**config.mk**
```make
export PLATFORM = sky130hd
export DESIGN_NAME = lmb_core
export DESIGN_NICKNAME = d
export VERILOG_FILES = /design/src/rtl/local_mean_binarizer_assert.svh /design/src/rtl/lmb_pkg.sv /design/src/rtl/lmb_core.sv
export SDC_FILE = /design/constraint.sdc
export NUM_CORES = 1
export LEC_CHECK = 0
export BUFFER_PORTS_ARGS = -buffer_cell sky130_fd_sc_hd__buf_2
export CORE_MARGIN = 1.5
export CORE_UTILIZATION = 62
export CTS_CLUSTER_DIAMETER = 40
export DETAILED_ROUTE_END_ITERATION = 8
export HOLD_SLACK_MARGIN = 0.08
export PLACE_DENSITY = 0.9
export SYNTH_ARGS = -nofsm -noshare
export SYNTH_HDL_FRONTEND = slang
export SYNTH_SLANG_ARGS = --single-unit
```
**constraint.sdc**
```tcl
create_clock -name clk -period 5.95 [get_ports clk]
set_input_delay 0.595 -clock clk [delete_from_list [all_inputs] [get_ports clk]]
set_output_delay 0.595 -clock clk [all_outputs]
set_load 0.05 [all_outputs]
```
**src/rtl/local_mean_binarizer_assert.svh**
```systemverilog
// ----------------------------------------------------------------------------
// Local mean binarizer assertion macros
// Concurrent checks on clk, disabled while arst_n is low.
// ----------------------------------------------------------------------------
`ifndef LOCAL_MEAN_BINARIZER_ASSERT_SVH
`define LOCAL_MEAN_BINARIZER_ASSERT_SVH
`ifndef NO_ASSERTIONS
`define LMB_ASSERT_NEVER(lbl, expr) \
	lbl: assert property (@(posedge clk) disable iff (!arst_n) !(expr)) \
		else $error("local_mean_binarizer: check failed");
`define LMB_ASSERT_NEXT(lbl, ante, cons) \
	lbl: assert property (@(posedge clk) disable iff (!arst_n) (ante) |=> (cons)) \
		else $error("local_mean_binarizer: check failed");
`else
`define LMB_ASSERT_NEVER(lbl, expr)
`define LMB_ASSERT_NEXT(lbl, ante, cons)
`endif
`endif

```
**src/rtl/lmb_pkg.sv**
```systemverilog
// ----------------------------------------------------------------------------
// lmb_pkg
// Shared constants, register indexes, state and memory control types.
// ----------------------------------------------------------------------------
package lmb_pkg;

	localparam int LMB_MAX_WIDTH  = 1024;
	localparam int LMB_MAX_HEIGHT = 1024;
	localparam int LMB_MAX_HALF   = 7;

	localparam int LMB_IDX_W      = 3;
	localparam int LMB_CFG_DATA_W = 11;
	localparam int LMB_PIX_W      = 8;

	localparam logic [LMB_IDX_W-1:0] REG_THRESHOLD    = 3'd0;
	localparam logic [LMB_IDX_W-1:0] REG_HALF_WINDOW  = 3'd1;
	localparam logic [LMB_IDX_W-1:0] REG_IMAGE_WIDTH  = 3'd2;
	localparam logic [LMB_IDX_W-1:0] REG_IMAGE_HEIGHT = 3'd3;

	localparam logic [7:0]  THRESHOLD_RST    = 8'd128;
	localparam logic [2:0]  HALF_WINDOW_RST  = 3'd1;
	localparam logic [10:0] IMAGE_WIDTH_RST  = 11'd640;
	localparam logic [10:0] IMAGE_HEIGHT_RST = 11'd480;

	localparam logic OP_PIXEL = 1'b0;
	localparam logic OP_DRAIN = 1'b1;

	typedef enum logic [1:0] {
		ST_IDLE,
		ST_SCAN,
		ST_FLUSH,
		ST_DECIDE
	} lmb_state_t;

	typedef struct packed {
		logic wr_en;
		logic rd_en;
	} lmb_mem_ctl_t;

endpackage

```
**src/rtl/lmb_core.sv**
```systemverilog
// ----------------------------------------------------------------------------
// lmb_core
// Raster counters, window scan over the row store, threshold decision.
// ----------------------------------------------------------------------------
module lmb_core import lmb_pkg::*; #(
	parameter int MAX_WIDTH  = LMB_MAX_WIDTH,
	parameter int MAX_HEIGHT = LMB_MAX_HEIGHT,
	parameter int MAX_HALF   = LMB_MAX_HALF
) (
	input  logic                                             clk,
	input  logic                                             arst_n,
	input  logic                                             clear,
	input  logic                                             in_fire,
	output logic                                             idle,
	input  logic                                             opcode,
	input  logic [LMB_PIX_W-1:0]                             pixel,
	output logic                                             res_valid,
	input  logic                                             res_ready,
	output logic                                             white,
	output logic                                             frame_end,
	input  logic [$clog2(MAX_WIDTH+1)-1:0]                   w,
	input  logic [$clog2(MAX_HEIGHT+1)-1:0]                  h,
	input  logic [$clog2(MAX_HALF+1)-1:0]                    r,
	input  logic [$clog2(MAX_HALF*(MAX_WIDTH+1)+1)-1:0]      delay,
	input  logic [7:0]                                       threshold,
	output lmb_mem_ctl_t                                     mem_ctl,
	output logic [$clog2(2*MAX_HALF+1)-1:0]                  wr_ring,
	output logic [$clog2(MAX_WIDTH)-1:0]                     wr_col,
	output logic [LMB_PIX_W-1:0]                             wr_data,
	output logic [$clog2(2*MAX_HALF+1)-1:0]                  rd_ring,
	output logic [$clog2(MAX_WIDTH)-1:0]                     rd_col,
	input  logic [LMB_PIX_W-1:0]                             rd_data
);

	localparam int RING = 2 * MAX_HALF + 1;
	localparam int RGW  = $clog2(RING);
	localparam int WW   = $clog2(MAX_WIDTH + 1);
	localparam int CW   = $clog2(MAX_WIDTH);
	localparam int HW   = $clog2(MAX_HEIGHT + 1);
	localparam int RW   = $clog2(MAX_HALF + 1);
	localparam int DW   = $clog2(MAX_HALF * (MAX_WIDTH + 1) + 1);
	localparam int SW   = $clog2(RING * RING * 255 + 1);
	localparam int NW   = $clog2(RING * RING + 1);
	localparam int PW   = 9 + NW;

	function automatic logic [RGW-1:0] ring_inc(input logic [RGW-1:0] x);
		return (x == RGW'(RING - 1)) ? '0 : x + RGW'(1);
	endfunction

	lmb_state_t state_q, state_d;

	logic [CW-1:0]  in_col_q, out_col_q;
	logic [HW-1:0]  in_row_q, out_row_q;
	logic [RGW-1:0] in_ring_q, out_ring_q;
	logic [DW-1:0]  delay_cnt_q;

	logic [RGW-1:0] cur_ring_q, rows_left_q;
	logic [CW-1:0]  cur_col_q, x0_q, x1_q;
	logic           rd_pend_q;
	logic [SW-1:0]  sum_q;
	logic [NW-1:0]  cnt_q;
	logic           last_q;
	logic           out_valid_q, white_q, frame_end_q;

	logic           done, take, store, due, last, in_col_end, scan_end, issue, load;
	logic [CW-1:0]  w_m1;
	logic [HW-1:0]  rows_below;
	logic [RW-1:0]  dy_lo, dy_hi;
	logic [RGW-1:0] ring_start, rows_span;
	logic [CW-1:0]  x0, x1, cols_right;
	logic [PW-1:0]  prod;
	logic           white_c;

	// Item classification, window bounds for the next result, threshold test
	always_comb begin
		done       = in_row_q >= h;
		take       = in_fire && (done || opcode != OP_DRAIN);
		store      = in_fire && !done && opcode == OP_PIXEL;
		due        = take && delay_cnt_q >= delay;
		w_m1       = CW'(w - WW'(1));
		in_col_end = in_col_q == w_m1;
		last       = (32'(out_row_q) + 1 >= 32'(h)) && (out_col_q == w_m1);

		dy_lo      = (32'(out_row_q) >= 32'(r)) ? r : RW'(out_row_q);
		rows_below = h - HW'(1) - out_row_q;
		dy_hi      = (32'(rows_below) >= 32'(r)) ? r : RW'(rows_below);
		ring_start = (out_ring_q >= RGW'(dy_lo)) ? out_ring_q - RGW'(dy_lo)
			: out_ring_q + RGW'(RING) - RGW'(dy_lo);
		rows_span  = RGW'(dy_lo) + RGW'(dy_hi);
		x0         = (32'(out_col_q) >= 32'(r)) ? out_col_q - CW'(r) : '0;
		cols_right = w_m1 - out_col_q;
		x1         = (32'(cols_right) >= 32'(r)) ? out_col_q + CW'(r) : w_m1;

		scan_end   = cur_col_q == x1_q && rows_left_q == '0;
		// mean > threshold  <=>  sum >= (threshold + 1) * count
		prod       = PW'({1'b0, threshold} + 9'd1) * PW'(cnt_q);
		white_c    = 32'(sum_q) >= 32'(prod);
	end

	always_comb begin
		state_d = state_q;
		unique case (state_q)
			ST_IDLE:   if (due) state_d = ST_SCAN;
			ST_SCAN:   if (scan_end) state_d = ST_FLUSH;
			ST_FLUSH:  state_d = ST_DECIDE;
			ST_DECIDE: if (load) state_d = ST_IDLE;
			default:   state_d = ST_IDLE;
		endcase
	end

	always_comb begin
		idle  = state_q == ST_IDLE;
		issue = state_q == ST_SCAN;
		load  = state_q == ST_DECIDE && (!out_valid_q || res_ready);
		mem_ctl.wr_en = store;
		mem_ctl.rd_en = issue;
	end

	always_ff @(posedge clk or negedge arst_n) begin
		if (!arst_n) begin
			state_q     <= ST_IDLE;
			in_col_q    <= '0;
			in_row_q    <= '0;
			in_ring_q   <= '0;
			out_col_q   <= '0;
			out_row_q   <= '0;
			out_ring_q  <= '0;
			delay_cnt_q <= '0;
			rd_pend_q   <= 1'b0;
			out_valid_q <= 1'b0;
		end else begin
			state_q   <= state_d;
			rd_pend_q <= issue;
			if (clear) begin
				in_col_q    <= '0;
				in_row_q    <= '0;
				in_ring_q   <= '0;
				out_col_q   <= '0;
				out_row_q   <= '0;
				out_ring_q  <= '0;
				delay_cnt_q <= '0;
			end else if (take) begin
				// the frame-done branch below resets the input side itself
				if (store && !(due && last)) begin
					if (in_col_end) begin
						in_col_q  <= '0;
						in_row_q  <= in_row_q + HW'(1);
						in_ring_q <= ring_inc(in_ring_q);
					end else begin
						in_col_q <= in_col_q + CW'(1);
					end
				end
				if (!due) begin
					delay_cnt_q <= delay_cnt_q + DW'(1);
				end else if (last) begin
					// frame done: back to the start, drop the input side too
					in_col_q    <= '0;
					in_row_q    <= '0;
					in_ring_q   <= '0;
					out_col_q   <= '0;
					out_row_q   <= '0;
					out_ring_q  <= '0;
					delay_cnt_q <= '0;
				end else if (out_col_q == w_m1) begin
					out_col_q  <= '0;
					out_row_q  <= out_row_q + HW'(1);
					out_ring_q <= ring_inc(out_ring_q);
				end else begin
					out_col_q <= out_col_q + CW'(1);
				end
			end
			if (load) begin
				out_valid_q <= 1'b1;
			end else if (res_ready) begin
				out_valid_q <= 1'b0;
			end
		end
	end

	// Scan datapath: address walk, accumulation and the result registers
	always_ff @(posedge clk) begin
		if (due && idle) begin
			cur_ring_q  <= ring_start;
			cur_col_q   <= x0;
			x0_q        <= x0;
			x1_q        <= x1;
			rows_left_q <= rows_span;
			last_q      <= last;
			sum_q       <= '0;
			cnt_q       <= '0;
		end else begin
			if (issue) begin
				if (cur_col_q == x1_q) begin
					cur_col_q <= x0_q;
					if (rows_left_q != '0) begin
						rows_left_q <= rows_left_q - RGW'(1);
						cur_ring_q  <= ring_inc(cur_ring_q);
					end
				end else begin
					cur_col_q <= cur_col_q + CW'(1);
				end
			end
			if (rd_pend_q) begin
				sum_q <= sum_q + SW'(rd_data);
				cnt_q <= cnt_q + NW'(1);
			end
		end
		if (load) begin
			white_q     <= white_c;
			frame_end_q <= last_q;
		end
	end

	assign wr_ring   = in_ring_q;
	assign wr_col    = in_col_q;
	assign wr_data   = pixel;
	assign rd_ring   = cur_ring_q;
	assign rd_col    = cur_col_q;
	assign res_valid = out_valid_q;
	assign white     = white_q;
	assign frame_end = frame_end_q;

endmodule

```
# ---- Yosys cells after proc, flatten, opt, wreduce, memory -nomap -nowiden
# Cells that the tools add are included.
dict set report totals {
  ff_bits 132
  inputBits 68
  output_inout_bits 42
  word_cells 160
}
dict set report classes {
  add_sub_neg 24
  n_mul 1
  order_cmp 9
  eq_ne 13
  muxes 62
  n_bitwise 1
  reduce_logical 30
}
# op n
set op_table {}
lappend op_table {{$mux 10} 16}
lappend op_table {{$mux 11} 11}
lappend op_table {{$mux 4} 23}
lappend op_table {{$mux 13} 4}
lappend op_table {{$add 10x1->10 const B} 3}
lappend op_table {{$eq 10x10->1} 3}
lappend op_table {{$add 11x1->11 const B} 2}
lappend op_table {{$ge 11x3->1} 2}
lappend op_table {{$ge 10x3->1} 2}
lappend op_table {{$ge 16x17->1} 1}
lappend op_table {{$mul 9x8->17} 1}
lappend op_table {{$add 16x8->16} 1}
lappend op_table {{$add 13x1->13 const B} 1}
lappend op_table {{$ge 13x13->1} 1}
lappend op_table {{$add 11x1->12 const B} 1}
lappend op_table {{$add 4x1->4 const B} 3}
lappend op_table {{$eq 4x4->1 const B} 3}
lappend op_table {{$ge 12x11->1} 1}
lappend op_table {{$reduce_bool 2->1} 6}
lappend op_table {{$ge 11x11->1} 1}
lappend op_table {{$sub 11x1->11 const B} 1}
lappend op_table {{$sub 11x11->11} 1}
lappend op_table {{$add 10x3->10} 1}
lappend op_table {{$logic_and 1x1->1} 10}
lappend op_table {{other kinds (28)} 41}

# ---- Logic depth before layout (Yosys ltp)
dict set report logic_depth {
  word_depth 12
  mapped_depth 24
}

# ---- Least setup slack after synthesis
# OpenSTA, ideal clock, no wires.
dict set report synth_timing {
  path_type {input to register}
  from {in threshold[0]}
  to {reg white_q, in the netlist white, data pin}
  setup_time_ns 0.154
  t_arrival_ns 5.635
  required_ns 5.796
  slack_ns 0.161
  cell_stages 23
  n_path_buf 0
  path_cell_list {ha_1 > nand3_1 > xor2_1 > nand2b_1 > fa_1 > fa_1 > inv_1 > fa_1 > inv_1 > fa_1 > inv_1 > ha_1 > nor2b_1 > o21a_1 > nor3_1 > o31ai_1 > o41a_1 > xnor2_1 > ha_1 > nand4_1 > nor3_1 > a21oi_1 > a21boi_0}
}
dict set report synth_via {
  elab_chain_len 3
}
# element line_no
set synth_lines {}
lappend synth_lines {{start, declared} lmb_core.sv:25} ;# input logic [7:0] threshold,
lappend synth_lines {{$add 8x1->9} lmb_core.sv:96} ;# prod = PW'({1'b0, threshold} + 9'd1) * PW'(cnt_q);
lappend synth_lines {{$mul 9x8->17} lmb_core.sv:96}
lappend synth_lines {{$ge 16x17->1} lmb_core.sv:97} ;# white_c = 32'(sum_q) >= 32'(prod);
lappend synth_lines {{via white_c} lmb_core.sv:72} ;# logic white_c;
lappend synth_lines {{end signal, assigned} lmb_core.sv:209} ;# white_q <= white_c;
lappend synth_lines {{end, declared} lmb_core.sv:63} ;# logic out_valid_q, white_q, frame_end_q;
# The timed path passes the listed nets, and every way through them passes these cells.
# A chain may end at the register's enable or synchronous reset.

# ---- Worst setup path in the final report
# Same ends and word-level chain as after synthesis.

==> flow_summary.toml <==
[setup_path]
r2r_end = "white$_DFFE_PP_"
max_stage_delay_ns = 0.57
reg2reg_slack_ns = 0.47
path_class = "in2reg"
worstPathMaxFanout = 5
critPathLaunchType = "primary input"
worstRegToRegCells = 21
crit_arrival_ns = 5.99
cp_common_cell = "fa_1"
worstPathRequired_ns = 6.22
regToRegStartpoint = "cnt_q[7]$_SDFFE_PP0P_"
cp_cell_sequence = "buf_2 -> ha_1 -> nand3_1 -> nor2_2 -> xnor2_2 -> nor2b_1 -> fa_1 -> fa_1 -> fa_1 -> inv_1 -> fa_1 -> inv_1 -> ha_1 -> nand3_1 -> o31ai_2 -> nor2_1 -> xor2_1 -> ha_1 -> nand2_1 -> nor2_1 -> o31ai_1 -> a31o_2 -> a21boi_0"
end_kind = "flip-flop"
cpMaxStageDelayCell = "fa_1"

[finish]
register_area_sq_um = 3390
layout_commonest_cell = "inv_1"
drive_gt1_share_pct = 11.9
syn_to_final_growth_pct = 9.97
fin_nets = 1851
layout_common_cells = "158 x inv_1, 156 x ha_1, 92 x nor2_1, 92 x buf_2, 89 x a21oi_1"
fill_cells = 1551
multi_input_area_sq_um = 8950

[route]
postRouteAntennaNets = 0
firstDrtPassIters = 6
routed_via_density = 6.13
drt_iter0_drc = 902
wire_per_inst_microns = 17.1
vias = 11400
drcViolationCount = 0
drt-total-wl_mm = 31.9

[clock_network]
cts.path.max_buffers = 2
htreeDepth = 4
insertion_delay_ns = 0.44
postCtsResizedCells = 0
post_cts_buffers = 0
cts_inserted_buffers = 17
cts_hold_buffers = 0
tritoncts = "yes"
clk_pin_slew_ns = 0.06
cts-root-buf = "clkbuf_16"
clock-sinks = 132

[global_route]
grt.total_usage_pct = 29.8
grt-ovfl-total = 0
grt_max_degree = 68
first_global_vias = 11200
grt_antenna_before_repair = 1
grt_pass1_wl_mm = 53.3

[power_and_ir_drop]
clockPowerShare_pct = 28.3
internal_power_w = 0.00223
ir_worst_vdd_uv = 210
seq_power_share_pct = 29.6
switchingPower_w = 0.00134
combPwrFrac_pct = 42.1
swShare_pct = 37.6
power_w = 0.00357
p_leak_nw = 6.81
p_per_area_nw_per_um2 = 247

[floorplanning]
fp.dieH_microns = 149
io_pins = 110
fp-row-count = 53
fp.dieW_microns = 149
initial_utilization_pct = 62.8
coreArea_sq_um = 21000
die_area_sq_um = 22100

[synth]
ys.flop_type = "dfrtp_1"
yosys_warnings = 0
ys_ff_latch = 132
postSynth.asyncResetShare_pct = 50.8
synth_edf_count = 41
synth.distinct_cells = 78
netlist_area_sq_um = 13200
synth_nets = 1772
syn_inst = 1498
post_synth.cell_area_avg_sq_um = 8.79
yosysSeqAreaShare_pct = 25.7

[status]
outcome = "completed"

[timing]
drv_slew = 0
timing.final.ws_setup_ns = 0.230
tightest_slew_ns = 1.31
finalSetupViolCount = 0
hold_viol_final = 0
clock-skew-final_ns = 0.00781
fin_crit_sh_pct = 96.1
slew_headroom_pct = 11.6
max_freq_ghz = 0.175
period_minus_slack_ns = 5.72

[placement]
globalplace.congestion = 0.901
io_buffer_count = 92
pre_cts_slack_ns = -0.238
post-dp-hpwl_mm = 24.0

[flow_run]
maxCapViolCount = 0

[worst_hold_path]
hold_path.class = "in2async"
cell families after synthesis:
kind of cell | after synthesis | share of synthesized area, %
mux | 37 | 2.94
fa+ha+maj | 206 | 22.4
buf+inv | 216 | 6.69
simple gates | 481 | 19.2
compound gates | 318 | 15.5
xor+xnor | 108 | 7.53
flops | 132 | 25.7
layer usage:
metal | GRT usage (%) | wire length [microns] | up-vias
met3 | 4.91 | 1710 | 93
met4 | 10.3 | 876 | 0
met2 | 53.3 | 16300 | 425
met1 | 36.3 | 13100 | 5495
li1 | - | - | 5418
met5 | 0 | 0 | -
area by class of cell:
class	count	share of cell area (%)
Multi-Input combinational cell	1150	61.8
Sequential cell	132	23.4
Timing Repair Buffer	116	4.43
Inverter	160	4.15
Clock buffer	18	3.03
Tap cell	275	2.38
Clock inverter	14	0.787
Antenna cell	1	0.0173
critical path, delay by kind of cell:
| family | cells | cell delay [ns] |
|---|---|---|
| adder cells (fa/ha/maj) | 7 | 2.98 |
| AND/OR/NAND/NOR | 7 | 0.91 |
| AO/OA/AOI/OAI | 4 | 0.89 |
| XOR/XNOR | 2 | 0.35 |
| buffers and inverters | 3 | 0.23 |
Yosys cell counts, drive strengths merged (31+ instances only):
| library cell | n | area [sq um] |
|---|---|---|
| xnor2 | 59 | 517 |
| edfxtp | 41 | 1230 |
| nand2 | 87 | 327 |
| a21o | 31 | 233 |
| fa | 50 | 1000 |
| a21oi | 89 | 445 |
| o21ai | 71 | 355 |
| nor2 | 93 | 349 |
| ha | 156 | 1950 |
| dfrtp | 67 | 1680 |
| inv | 159 | 597 |
| xor2 | 46 | 403 |
| clkbuf | 36 | 136 |
| nor2b | 56 | 350 |
| nand3 | 60 | 300 |
metrics by stage:
step                std cells  hold slack, ns  instance area (sq um)  util (%)  TNS [ns]
floorplan                1498           0.299                  13200         -         0
global placement         1833           0.410                  13900      66.2   -0.0737
detailed placement       1833           0.418                  13900      66.2    -0.238
CTS                      1865           0.381                  14400      68.9         0
global route             1865           0.421                  14500      69.1   -0.0197
finish                   1866           0.351                  14500      69.1         0
sequential cells by signal, summed over array words and instances (netlist names):
register	count
cnt_q	8
delay_cnt_q	13
frame_end	1
in_row_q	11
last_q	1
out_col_q	10
out_ring_q	4
out_row_q	11
rd_col	10
rd_pend_q	1
rd_ring	4
res_valid	1
rows_left_q	4
state_q	2
sum_q	16
white	1
wr_col	10
wr_ring	4
x0_q	10
x1_q	10
worst max-delay path by stage:
stage | from | end | slack [ns] | cells past startpoint
2_1_floorplan | threshold[0] | white$_DFFE_PP_ | 0.16 | 23
3_3_place_gp | threshold[0] | white$_DFFE_PP_ | -0.07 | 25
3_5_place_dp | threshold[0] | white$_DFFE_PP_ | -0.24 | 23
4_1_cts | threshold[0] | white$_DFFE_PP_ | 0.18 | 24
5_1_grt | threshold[0] | white$_DFFE_PP_ | -0.02 | 25
6_report | threshold[0] | white$_DFFE_PP_ | 0.23 | 23
power groups by stage:
stage / registers (W) / clock network, W / logic [W]
floorplan: 0.00105 / 0 / 0.00110
global placement: 0.00107 / 0 / 0.00137
detailed placement: 0.00107 / 0 / 0.00145
CTS: 0.00105 / 0.00101 / 0.00147
global route: 0.00106 / 0.00105 / 0.00172
finish: 0.00106 / 0.00101 / 0.00150
(Power assumes the default switching activity.)
